===== src/hw/rtl/sfa_pkg.sv =====
`timescale 1ns / 1ps

package sfa_pkg;

    localparam int SLOT_W   = 6;
    localparam int OFFSET_W = 15;
    localparam int LIVE_W   = 16;
    localparam int KIND_W   = 2;

    localparam logic [KIND_W-1:0] KIND_FIXED   = 2'd0;
    localparam logic [KIND_W-1:0] KIND_REUSE   = 2'd1;
    localparam logic [KIND_W-1:0] KIND_RELEASE = 2'd2;

    typedef enum logic [1:0] {
        ST_IDLE,
        ST_DECIDE,
        ST_SCAN,
        ST_RESULT
    } sfa_state_t;

    typedef enum logic [1:0] {
        OP_NONE,
        OP_WRITE,
        OP_CLEAR
    } sfa_op_t;

    typedef struct packed {
        sfa_op_t op;
        logic    cls;
    } sfa_cmd_t;

endpackage


===== src/hw/rtl/sfa_cell.sv =====
`timescale 1ns / 1ps

module sfa_cell
    import sfa_pkg::*;
#(
    parameter int IW  = 16,
    parameter int XW  = 6,
    parameter int IDX = 0
)
(
    input  logic              clk,
    input  logic              rst_n,
    input  sfa_cmd_t          cmd,
    input  logic [XW-1:0]     cmd_idx,
    input  logic [IW-1:0]     wr_start,
    input  logic [IW-1:0]     wr_end,
    input  logic [LIVE_W-1:0] probe_start,
    input  logic              tok_shift,
    input  logic              tok_clear,
    input  logic              tok_in,
    output logic              tok_out,
    output logic              hit
);

    localparam int CW = (IW > LIVE_W) ? IW : LIVE_W;

    logic [IW-1:0] start_reg [2];
    logic [IW-1:0] end_reg [2];
    logic          busy_reg [2];
    logic          tok_reg;
    logic          tok_next;
    logic          sel;

    assign sel = (cmd_idx == XW'(IDX));

    always_ff @(posedge clk)
    begin
        unique case (cmd.op)
            OP_WRITE:
            begin
                if (sel)
                begin
                    start_reg[cmd.cls] <= wr_start;
                    end_reg[cmd.cls]   <= wr_end;
                    busy_reg[cmd.cls]  <= 1'b1;
                end
            end
            OP_CLEAR:
            begin
                if (sel)
                begin
                    busy_reg[cmd.cls] <= 1'b0;
                end
            end
            default:
            begin
            end
        endcase
    end

    always_comb
    begin
        tok_next = tok_reg;
        if (tok_clear)
        begin
            tok_next = 1'b0;
        end
        else if (tok_shift)
        begin
            tok_next = tok_in;
        end
    end

    always_ff @(posedge clk or negedge rst_n)
    begin
        if (!rst_n)
        begin
            tok_reg <= 1'b0;
        end
        else
        begin
            tok_reg <= tok_next;
        end
    end

    assign tok_out = tok_reg;
    // free, or interval over by the new start
    assign hit = tok_reg &&
                 (!busy_reg[cmd.cls] || (CW'(end_reg[cmd.cls]) <= CW'(probe_start)));

endmodule


===== src/hw/rtl/spill_slot_first_fit_allocator_unit.sv =====
`timescale 1ns / 1ps
// Spill slot allocator: two slot tables (gpr, vec), first-fit reuse.
// Input channel s_*: one request per transfer. s_tuser = kind, reg_class;
// s_tdata = has_slot, prior_slot, live_start, live_end, release_slot.
// Output channel m_*: exactly one result per request, in order.
// m_tdata = slot_number, frame_offset; m_tuser = was_reused, was_appended,
// table_full.
// Fixed, release, owned and unused requests go from ST_DECIDE straight
// to ST_RESULT; a reuse request with a non-empty table scans it one cell
// per cycle from cell 0 up to the first fit, or through all filled cells
// when none fits. One request is in flight at a time and the next is
// taken in ST_IDLE, after its result is loaded into the output register.
// The scan token walks the row of cells, one entry per cycle.
// Reset empties both tables (fill counts zero) and the output register.
// When the receiver stalls, the result waits in the output register; the
// next request is accepted meanwhile and its result waits until that
// register frees.
module spill_slot_first_fit_allocator_unit
    import sfa_pkg::*;
#(
    parameter int SLOT_COUNT = 64,
    parameter int INDEX_BITS = 16,
    parameter int SLOT_BIAS  = 1000
)
(
    input  logic        clk,
    input  logic        rst_n,
    input  logic        s_tvalid,
    output logic        s_tready,
    // [0] has_slot, [6:1] prior_slot, [22:7] live_start, [38:23] live_end,
    // [44:39] release_slot, [47:45] zero
    input  logic [47:0] s_tdata,
    // [1:0] kind, [2] reg_class
    input  logic [2:0]  s_tuser,
    output logic        m_tvalid,
    input  logic        m_tready,
    // [5:0] slot_number, [20:6] frame_offset, [23:21] zero
    output logic [23:0] m_tdata,
    // [0] was_reused, [1] was_appended, [2] table_full
    output logic [2:0]  m_tuser
);

    localparam int XW = (SLOT_COUNT > 1) ? $clog2(SLOT_COUNT) : 1;
    localparam int FW = $clog2(SLOT_COUNT + 1);
    localparam int IW = INDEX_BITS;

    sfa_state_t state_reg, state_next;

    logic [KIND_W-1:0] kind_reg;
    logic              cls_reg;
    logic              has_reg;
    logic [SLOT_W-1:0] prior_reg;
    logic [LIVE_W-1:0] lstart_reg;
    logic [LIVE_W-1:0] lend_reg;
    logic [SLOT_W-1:0] rel_reg;

    logic [FW-1:0] gpr_fill_reg, gpr_fill_next;
    logic [FW-1:0] vec_fill_reg, vec_fill_next;
    logic [XW-1:0] scan_reg, scan_next;

    logic [SLOT_W-1:0]   res_slot_reg, res_slot_next;
    logic [OFFSET_W-1:0] res_off_reg, res_off_next;
    logic [2:0]          res_flag_reg, res_flag_next;

    logic        m_tvalid_reg, m_tvalid_next;
    logic [23:0] m_tdata_reg;
    logic [2:0]  m_tuser_reg;
    logic        out_load;

    sfa_cmd_t      cmd;
    logic [XW-1:0] cmd_idx;
    logic [IW-1:0] wr_start;
    logic [IW-1:0] wr_end;
    logic          tok_shift;
    logic          tok_clear;
    logic          tok_first;
    logic          done;
    logic          start_scan;

    logic [SLOT_COUNT-1:0] tok_vec;
    logic [SLOT_COUNT-1:0] hit_vec;
    logic                  any_hit;
    logic [FW-1:0]         fill_sel;
    logic [31:0]           res_src;
    logic                  res_valid;
    logic [31:0]           mag;

    genvar gi;
    generate
        for (gi = 0; gi < SLOT_COUNT; gi++)
        begin : g_cell
            sfa_cell #(
                .IW  (IW),
                .XW  (XW),
                .IDX (gi)
            ) u_cell (
                .clk         (clk),
                .rst_n       (rst_n),
                .cmd         (cmd),
                .cmd_idx     (cmd_idx),
                .wr_start    (wr_start),
                .wr_end      (wr_end),
                .probe_start (lstart_reg),
                .tok_shift   (tok_shift),
                .tok_clear   (tok_clear),
                .tok_in      ((gi == 0) ? tok_first : tok_vec[(gi == 0) ? 0 : gi - 1]),
                .tok_out     (tok_vec[gi]),
                .hit         (hit_vec[gi])
            );
        end
    endgenerate

    assign any_hit  = |hit_vec;
    assign fill_sel = cls_reg ? vec_fill_reg : gpr_fill_reg;
    assign mag      = (res_src + 32'(SLOT_BIAS) + 32'd1) << 3;

    // datapath and control outputs
    always_comb
    begin
        s_tready      = (state_reg == ST_IDLE);
        cmd.op        = OP_NONE;
        cmd.cls       = cls_reg;
        cmd_idx       = fill_sel[XW-1:0];
        wr_start      = IW'(lstart_reg);
        wr_end        = IW'(lend_reg);
        tok_shift     = 1'b0;
        tok_clear     = 1'b0;
        tok_first     = 1'b0;
        done          = 1'b0;
        start_scan    = 1'b0;
        scan_next     = scan_reg;
        gpr_fill_next = gpr_fill_reg;
        vec_fill_next = vec_fill_reg;
        res_src       = 32'd0;
        res_valid     = 1'b0;
        res_flag_next = res_flag_reg;
        out_load      = 1'b0;

        unique case (state_reg)
            ST_DECIDE:
            begin
                done          = 1'b1;
                res_flag_next = 3'b000;
                if (kind_reg == KIND_RELEASE)
                begin
                    if (32'(rel_reg) < 32'(fill_sel))
                    begin
                        cmd.op  = OP_CLEAR;
                        cmd_idx = XW'(rel_reg);
                    end
                end
                else if (kind_reg != KIND_FIXED && kind_reg != KIND_REUSE)
                begin
                end
                else if (has_reg)
                begin
                    res_src   = 32'(prior_reg);
                    res_valid = 1'b1;
                end
                else if (kind_reg == KIND_REUSE && fill_sel != '0)
                begin
                    done       = 1'b0;
                    start_scan = 1'b1;
                    tok_shift  = 1'b1;
                    tok_first  = 1'b1;
                    scan_next  = '0;
                end
                else if (32'(fill_sel) < SLOT_COUNT)
                begin
                    cmd.op = OP_WRITE;
                    if (kind_reg == KIND_FIXED)
                    begin
                        wr_start = '0;
                        wr_end   = '1;
                    end
                    res_src       = 32'(fill_sel);
                    res_valid     = 1'b1;
                    res_flag_next = 3'b010;
                    if (cls_reg)
                        vec_fill_next = vec_fill_reg + FW'(1);
                    else
                        gpr_fill_next = gpr_fill_reg + FW'(1);
                end
                else
                begin
                    res_flag_next = 3'b100;
                end
            end
            ST_SCAN:
            begin
                if (any_hit)
                begin
                    done          = 1'b1;
                    tok_clear     = 1'b1;
                    cmd.op        = OP_WRITE;
                    cmd_idx       = scan_reg;
                    res_src       = 32'(scan_reg);
                    res_valid     = 1'b1;
                    res_flag_next = 3'b001;
                end
                else if (32'(scan_reg) + 32'd1 == 32'(fill_sel))
                begin
                    done      = 1'b1;
                    tok_clear = 1'b1;
                    if (32'(fill_sel) < SLOT_COUNT)
                    begin
                        cmd.op        = OP_WRITE;
                        res_src       = 32'(fill_sel);
                        res_valid     = 1'b1;
                        res_flag_next = 3'b010;
                        if (cls_reg)
                            vec_fill_next = vec_fill_reg + FW'(1);
                        else
                            gpr_fill_next = gpr_fill_reg + FW'(1);
                    end
                    else
                    begin
                        res_flag_next = 3'b100;
                    end
                end
                else
                begin
                    tok_shift = 1'b1;
                    scan_next = scan_reg + XW'(1);
                end
            end
            ST_RESULT:
            begin
                out_load = !m_tvalid_reg || m_tready;
            end
            default:
            begin
            end
        endcase

        res_slot_next = res_slot_reg;
        res_off_next  = res_off_reg;
        if (done)
        begin
            res_slot_next = res_valid ? res_src[SLOT_W-1:0] : '0;
            res_off_next  = res_valid ? OFFSET_W'(32'd0 - mag) : '0;
        end
    end

    always_comb
    begin
        state_next = state_reg;
        unique case (state_reg)
            ST_IDLE:
            begin
                if (s_tvalid)
                    state_next = ST_DECIDE;
            end
            ST_DECIDE:
            begin
                if (start_scan)
                    state_next = ST_SCAN;
                else
                    state_next = ST_RESULT;
            end
            ST_SCAN:
            begin
                if (done)
                    state_next = ST_RESULT;
            end
            ST_RESULT:
            begin
                if (out_load)
                    state_next = ST_IDLE;
            end
            default:
            begin
                state_next = ST_IDLE;
            end
        endcase
    end

    always_comb
    begin
        m_tvalid_next = m_tvalid_reg;
        if (out_load)
            m_tvalid_next = 1'b1;
        else if (m_tready)
            m_tvalid_next = 1'b0;
    end

    always_ff @(posedge clk or negedge rst_n)
    begin
        if (!rst_n)
        begin
            state_reg    <= ST_IDLE;
            gpr_fill_reg <= '0;
            vec_fill_reg <= '0;
            m_tvalid_reg <= 1'b0;
        end
        else
        begin
            state_reg    <= state_next;
            gpr_fill_reg <= gpr_fill_next;
            vec_fill_reg <= vec_fill_next;
            m_tvalid_reg <= m_tvalid_next;
        end
    end

    always_ff @(posedge clk)
    begin
        if (s_tvalid && s_tready)
        begin
            kind_reg   <= s_tuser[1:0];
            cls_reg    <= s_tuser[2];
            has_reg    <= s_tdata[0];
            prior_reg  <= s_tdata[6:1];
            lstart_reg <= s_tdata[22:7];
            lend_reg   <= s_tdata[38:23];
            rel_reg    <= s_tdata[44:39];
        end
        scan_reg     <= scan_next;
        res_slot_reg <= res_slot_next;
        res_off_reg  <= res_off_next;
        res_flag_reg <= res_flag_next;
        if (out_load)
        begin
            m_tdata_reg <= {3'b000, res_off_reg, res_slot_reg};
            m_tuser_reg <= res_flag_reg;
        end
    end

    assign m_tvalid = m_tvalid_reg;
    assign m_tdata  = m_tdata_reg;
    assign m_tuser  = m_tuser_reg;

    a_tok_single: assert property (@(posedge clk) disable iff (!rst_n)
        $onehot0(tok_vec))
        else $error("more than one scan token in the cell row");

    a_idle_no_tok: assert property (@(posedge clk) disable iff (!rst_n)
        s_tready |-> (tok_vec == '0))
        else $error("scan token left behind after request completed");

    a_fill_bound: assert property (@(posedge clk) disable iff (!rst_n)
        (32'(gpr_fill_reg) <= SLOT_COUNT) && (32'(vec_fill_reg) <= SLOT_COUNT))
        else $error("fill count beyond table size");

    a_full_excl: assert property (@(posedge clk) disable iff (!rst_n)
        (m_tvalid && m_tuser[2]) |-> (m_tuser[1:0] == 2'b00) && (m_tdata[20:0] == '0))
        else $error("table full result carries a slot");

endmodule


===== config.mk =====
export PLATFORM = sky130hd
export DESIGN_NAME = spill_slot_first_fit_allocator_unit
export DESIGN_NICKNAME = d
export VERILOG_FILES = /design/src/hw/rtl/sfa_pkg.sv /design/src/hw/rtl/sfa_cell.sv /design/src/hw/rtl/spill_slot_first_fit_allocator_unit.sv
export SDC_FILE = /design/constraint.sdc
export NUM_CORES = 2
export LEC_CHECK = 0
export ABC_AREA = 1
export BUFFER_PORTS_ARGS = -buffer_cell sky130_fd_sc_hd__buf_2
export CAP_MARGIN = 20
export CORE_MARGIN = 1.5
export CORE_UTILIZATION = 45
export CTS_CLUSTER_DIAMETER = 40
export DETAILED_ROUTE_END_ITERATION = 10
export PLACE_DENSITY_LB_ADDON = 0.2
export SKIP_CTS_REPAIR_TIMING = 1
export SLEW_MARGIN = 15
export SYNTH_ARGS = -nofsm -noshare
export SYNTH_HDL_FRONTEND = slang
export SYNTH_SLANG_ARGS = --single-unit

===== constraint.sdc =====
create_clock -name clk -period 4.8 [get_ports clk]
set_clock_uncertainty 0.1 [all_clocks]
set_input_delay 0.48 -clock clk [delete_from_list [all_inputs] [get_ports clk]]
set_output_delay 0.48 -clock clk [all_outputs]
set_load 0.02 [all_outputs]

[Word level (Yosys, flattened, before mapping)]
Memory sizes are Yosys's and may differ from the RTL's. A register that Yosys moved wholly into a read port is not among the register bits.
Cells that the tools add are included.
W data, S select, Z words.
Storage, ports and cells
  logic and storage cells: 1374
  memory bits (read-only): 0
  input port bits: 55
  output and inout port bits: 29
  memories: 128
  RAM bits: 2176
  latch bits: 0
  bits in registers: 183
Cells by class
  reductions and logical operators: 210
  bitwise gates (word level): 64
  div/mod/pow operators: 0
  add/subtract/negate cells: 7
  shifts and indexed selects: 0
  magnitude comparators: 66
  equal/unequal tests: 84
  multiply operators: 0
  muxes and demuxes: 734
Memories
  g_cell[0].u_cell.end_reg: depth 2, bits a word 16, rd ports 1, clocked after memory_dff 1, wr ports 1, line sfa_cell.sv:28  | logic [IW-1:0] end_reg [2];
  g_cell[10].u_cell.end_reg: depth 2, bits a word 16, rd ports 1, clocked after memory_dff 1, wr ports 1, line sfa_cell.sv:28
  g_cell[11].u_cell.end_reg: depth 2, bits a word 16, rd ports 1, clocked after memory_dff 1, wr ports 1, line sfa_cell.sv:28
  g_cell[12].u_cell.end_reg: depth 2, bits a word 16, rd ports 1, clocked after memory_dff 1, wr ports 1, line sfa_cell.sv:28
  g_cell[13].u_cell.end_reg: depth 2, bits a word 16, rd ports 1, clocked after memory_dff 1, wr ports 1, line sfa_cell.sv:28
  g_cell[14].u_cell.end_reg: depth 2, bits a word 16, rd ports 1, clocked after memory_dff 1, wr ports 1, line sfa_cell.sv:28
  122 more memories
Operators by type and width (count)
  $le A16 B16 Y1: 64
  $mux W1: 669
  $eq A6 B6 Y1 const B: 32
  $mux W7: 23
  $mux W16: 7
  $eq A6 B5 Y1 const B: 16
  $logic_and A1 B1 Y1: 67
  $logic_not A1 Y1: 65
  $logic_or A1 B1 Y1: 65
  $or A1 B1 Y1: 64
  $reduce_or A64 Y1: 1
  $mux W6: 9
  $eq A6 B4 Y1 const B: 8
  $pmux W7 S2: 2
  $eq A6 B3 Y1 const B: 4
  $pmux W12 S2: 1
  $pmux W6 S2: 2
  $ne A2 B2 Y1 const B: 11
  $mux W3: 7
  $sub A1 B15 Y15 const A: 1
  $add A7 B1 Y7 const B: 2
  $mux W2: 7
  $reduce_and A7 Y1: 2
  $add A12 B1 Y12 const B: 1
  23 further kinds: 35

[Longest topological paths before layout]
  depth in word-level cells: 12
  depth in mapped cells: 38

[By module]
A second synthesis with hierarchy kept.
Second synthesis, totals
  cells, all modules: 11988
  area, all modules: 119624.7 um^2
By module, submodules not included
  sfa_cell at g_cell[11].u_cell ...: times used 16, cells each 177, area an instance 1775.5 um^2, seq. area each 1046.0 um^2
  sfa_cell at g_cell[12].u_cell ...: times used 11, cells each 179, area an instance 1781.7 um^2, seq. area each 1046.0 um^2
  sfa_cell at g_cell[1].u_cell ...: times used 4, cells each 180, area an instance 1790.5 um^2, seq. area each 1046.0 um^2
  sfa_cell at g_cell[53].u_cell ...: times used 4, cells each 180, area an instance 1788.0 um^2, seq. area each 1046.0 um^2
  sfa_cell at g_cell[23].u_cell ...: times used 4, cells each 177, area an instance 1778.0 um^2, seq. area each 1046.0 um^2
  sfa_cell at g_cell[29].u_cell ...: times used 4, cells each 173, area an instance 1762.9 um^2, seq. area each 1046.0 um^2
  sfa_cell at g_cell[31].u_cell ...: times used 4, cells each 173, area an instance 1756.7 um^2, seq. area each 1046.0 um^2
  spill_slot_first_fit_allocator_unit: times used 1, cells each 633, area an instance 5834.3 um^2, seq. area each 3308.2 um^2
  sfa_cell at g_cell[10].u_cell ...: times used 3, cells each 181, area an instance 1794.2 um^2, seq. area each 1046.0 um^2
  sfa_cell at g_cell[28].u_cell ...: times used 2, cells each 178, area an instance 1788.0 um^2, seq. area each 1046.0 um^2
  sfa_cell at g_cell[61].u_cell ...: times used 2, cells each 177, area an instance 1785.5 um^2, seq. area each 1046.0 um^2
  sfa_cell at g_cell[49].u_cell ...: times used 2, cells each 179, area an instance 1784.2 um^2, seq. area each 1046.0 um^2
  sfa_cell at g_cell[15].u_cell ...: times used 2, cells each 177, area an instance 1779.2 um^2, seq. area each 1046.0 um^2
  sfa_cell at g_cell[16].u_cell ...: times used 2, cells each 175, area an instance 1764.2 um^2, seq. area each 1046.0 um^2
  4 more rows

[Least setup slack after synthesis]
OpenSTA, ideal clock, no wires.
  path type: register to register
  start point: register lstart_reg[15]
  end point: memory g_cell[0].u_cell.end_reg[0][0] (enable)
  slack: -0.450 ns
  data arrival time: 4.761 ns
  path buffers: 2
  cell stages (with the launch flop): 26
  cells stage by stage: edfxtp_1 -> inv_1 -> ha_1 -> nand2_1 -> nor2_1 -> nand2_1 -> nor2_1 -> a21oi_1 -> nand2_1 -> nand2_1 -> nand2_1 -> nor2_1 -> nand2_1 -> nor2_1 -> nand2_1 -> nor2_4 -> inv_2 -> buf_6 -> o211ai_1 -> nand3_1 -> o21ai_2 -> nand2_4 -> nor2_2 -> buf_4 -> nand3_1 -> nor2_1
Between the ends
  word-level cells in the longest chain between the ends: 10
RTL lines
  from (decl): line spill_slot_first_fit_allocator_unit.sv:53  | logic [LIVE_W-1:0] lstart_reg;
  from (signal assigned): line spill_slot_first_fit_allocator_unit.sv:313  | lstart_reg <= s_tdata[22:7];
  $le A16 B16 Y1: line sfa_cell.sv:89  | (!busy_reg[cmd.cls] || (CW'(end_reg[cmd.cls]) <= CW'(probe_start)));
  $logic_or A1 B1 Y1: line sfa_cell.sv:89
  $logic_and A1 B1 Y1: line sfa_cell.sv:88  | assign hit = tok_reg &&
  $reduce_or A64 Y1 (*): line spill_slot_first_fit_allocator_unit.sv:113  | assign any_hit = |hit_vec;
  $mux W6: line spill_slot_first_fit_allocator_unit.sv:191  | if (any_hit)
  $pmux W6 S2: line spill_slot_first_fit_allocator_unit.sv:139  | unique case (state_reg)
  $logic_not A6 Y1: line sfa_cell.sv:34  | assign sel = (cmd_idx == XW'(IDX));
  $mux W1: line sfa_cell.sv:41  | if (sel)
  $mux W1 (*) (2 in a row)
  to (decl): line sfa_cell.sv:28
Mark *: on every way between the ends. The rest lies on a longest branch, timed or not.

==> results.py <==
metrics = {
    "timing": {
        "layout_min_cycle_time_ps": 5490,
        "fmax_mhz": 182,
        "tns_ps": -1002390,
        "hold_viol_final": 0,
        "slew_headroom": 0.363,
        "tightest_slew_ps": 955,
        "final_max_slew_viol_count": 0,
        "fin_crit_sh": 1.14,
        "fin_ws_ps": -687,
        "rsz0062_at_grt": "true",
        "setup_viol": 2314,
    },
    "detailed_routing": {
        "num_vias": 81200,
        "wl_um": 344000,
        "drc": 0,
        "postRouteAntennaNets": 0,
        "wire_per_inst_um": 22.9,
        "drtPass1Iterations": 6,
        "viasPerCell": 5.42,
        "drt_iter0_markers": 7256,
    },
    "clock_tree": {
        "cts_buffers": 376,
        "clkTransAtPathRegs_ps": 60,
        "insertion_delay_ps": 980,
        "numClockSinks": 2354,
        "cts_tree": "yes",
        "cts_root_buffer": "clkbuf_16",
        "clockBufferDepth": 4,
        "ctsHtreeMaxLevel": 5,
    },
    "setup_path": {
        "cp-endpoint": "g_cell[47].u_cell.end_reg[0][9]",
        "critPathArrivalTime_ps": 5990,
        "max_stage_delay_ps": 410,
        "path_class": "register to register",
        "r2r_end": "g_cell[47].u_cell.end_reg[0][9]",
        "reg2reg_depth": 36,
        "cp.required_ps": 5300,
        "worst-path-buf-inv": 13,
        "start_kind": "register",
        "crit_path_frequent_cell": "nand2_1",
        "cp.depth": 36,
        "worstPathMaxFanout": 9,
        "cp-end-kind": "register",
        "slowest_stage": "dfxtp_4",
        "rrSetupSlack_ps": -690,
        "cp_top_family": "simple AND/OR/NAND/NOR gates",
    },
    "synth": {
        "syn_area_um2": 112000,
        "synth_seq_area_share": 0.625,
        "syn_avg_cell_area_um2": 10.9,
        "ys_seq_elements": 2354,
        "synth_cell_types": 49,
        "synthCells": 10300,
        "ys_warn_count": 0,
    },
    "pwr": {
        "vdd_ir_drop_max_v": 0.000553,
        "p_per_area_nw_per_um2": 550,
        "finalPower_mw": 77.4,
        "power.leakage_nw": 59.2,
    },
    "placement": {
        "place.port_buffers": 74,
        "dp_hpwl_um": 219000,
        "gp_congestion": 0.900,
    },
    "cells_and_area": {
        "fin_nets": 12400,
        "drive_above_1_share": 0.162,
        "area_delta_synth_final_pct": 25.3,
        "largest_register_ffs": 2048,
        "regArea_um2": 70300,
        "final_cell_mix": "nand2_1, edfxtp_1, ha_1",
        "multi_input_area_um2": 40000,
        "layout_commonest_cell": "nand2_1",
        "n_fill_cell": 20300,
    },
    "floorplan": {
        "die_w_um": 503,
        "dieArea_um2": 253000,
        "io_pins": 84,
        "initial_core_util": 0.452,
        "die-height_um": 503,
        "core_um2": 248000,
        "rows": 183,
    },
    "global_route": {
        "grt_first_pass_wirelength_um": 498000,
        "first_global_vias": 79000,
        "grt_max_degree": 105,
        "grt_overflow_total": 0,
        "grt_usage": 0.266,
        "antenna_found_initial": 18,
    },
    "job": {
        "drv_cap": 0,
    },
    "hold_path": {
        "hp-class": "primary input to asynchronous set/reset pin",
    },
    "status": {
        "status": "finished with violations",
        "violations": "negative setup slack",
    },
}
metal layers:
layer	global-route usage	vias up	routed length (um)
li1	-	37800	-
met1	0.363	39600	143000
met2	0.431	3193	160000
met3	0.0422	659	27600
met4	0.0968	0	12700
met5	0	-	0
worst min-delay path by stage:
stage	start	to	slack, ps	cells past startpoint
after global routing	rst_n	state_reg[1]	40	2
after CTS	rst_n	m_tvalid	-560	1
final	rst_n	state_reg[0]	4	2
after detailed placement	res_slot_reg[1]	m_tdata[1]	310	0
after floorplan	rst_n	g_cell[0].u_cell.tok_out	80	0
after global placement	res_off_reg[7]	m_tdata[13]	310	0
synth_stat cells (all sizes together):
cell / number / area, um2
inv: 372 / 1400
xor2: 15 / 131
nor2: 599 / 2310
a31oi: 11 / 68.8
clkbuf: 264 / 991
edfxtp: 2272 / 68200
nor4: 2 / 18.8
nand3: 172 / 861
or2: 1 / 6.26
buf: 81 / 479
o21ai: 172 / 876
o22ai: 44 / 275
nand4: 70 / 438
o2111ai: 1 / 8.76
nor3: 51 / 260
o21a: 59 / 443
a21boi: 4 / 30.0
xnor2: 5 / 43.8
and3: 2 / 12.5
o31ai: 2 / 15.0
mux2: 2 / 22.5
mux2i: 89 / 891
nand3b: 1 / 7.51
ha: 1038 / 13000
o21bai: 59 / 443
clkinv: 2 / 8.75
dfrtp: 81 / 2030
a21oi: 550 / 2760
dfxtp: 1 / 20.0
nand2: 4211 / 15800
a21o: 4 / 30.0
a31o: 1 / 8.76
o211ai: 56 / 425
conb: 1 / 3.75
cell type report:
type                            count  share of cell area
Antenna cell                       11            0.000196
Clock buffer                      426              0.0702
Clock inverter                    250              0.0181
Inverter                          374              0.0112
Multi-Input combinational cell   7227               0.284
Sequential cell                  2354               0.499
Tap cell                         3330              0.0296
Timing Repair Buffer             1013              0.0869
Timing Repair inverter              3            0.000240
power breakdown:
| group | switching (mW) | internal (mW) | leakage (nW) |
|---|---|---|---|
| clock network | 9.96 | 16.7 | 5.98 |
| registers | 0.275 | 24.0 | 21.9 |
| logic | 16.9 | 9.61 | 31.3 |
| total | 27.1 | 50.3 | 59.2 |
kinds of logic (layout without fill, tap and decap cells):
family          after synthesis  count (layout)  share of synthesized area
simple gates               5109            5109                      0.176
flops                      2354            2354                      0.625
fa+ha+maj                  1038            1038                      0.116
compound gates              963             963                     0.0479
buf+inv                     719            2066                     0.0256
mux                          91              91                    0.00813
xor+xnor                     20              20                    0.00156
other cells                   1              17                  0.0000334
through the flow:
stage | std cells | area [um2] | worst slack, ps | util | hold slack, ps
floorplan | 10300 | 113000 | -159 | - | 84.4
CTS | 14900 | 139000 | -1330 | 0.559 | -558
detailed placement | 14200 | 127000 | -1270 | 0.509 | 306
global route | 15000 | 141000 | -934 | 0.567 | 38.1
global placement | 14200 | 126000 | -1290 | 0.509 | 306
finish | 15000 | 141000 | -687 | 0.567 | 4.28
No activity file was read; power rests on OpenSTA's default activity.
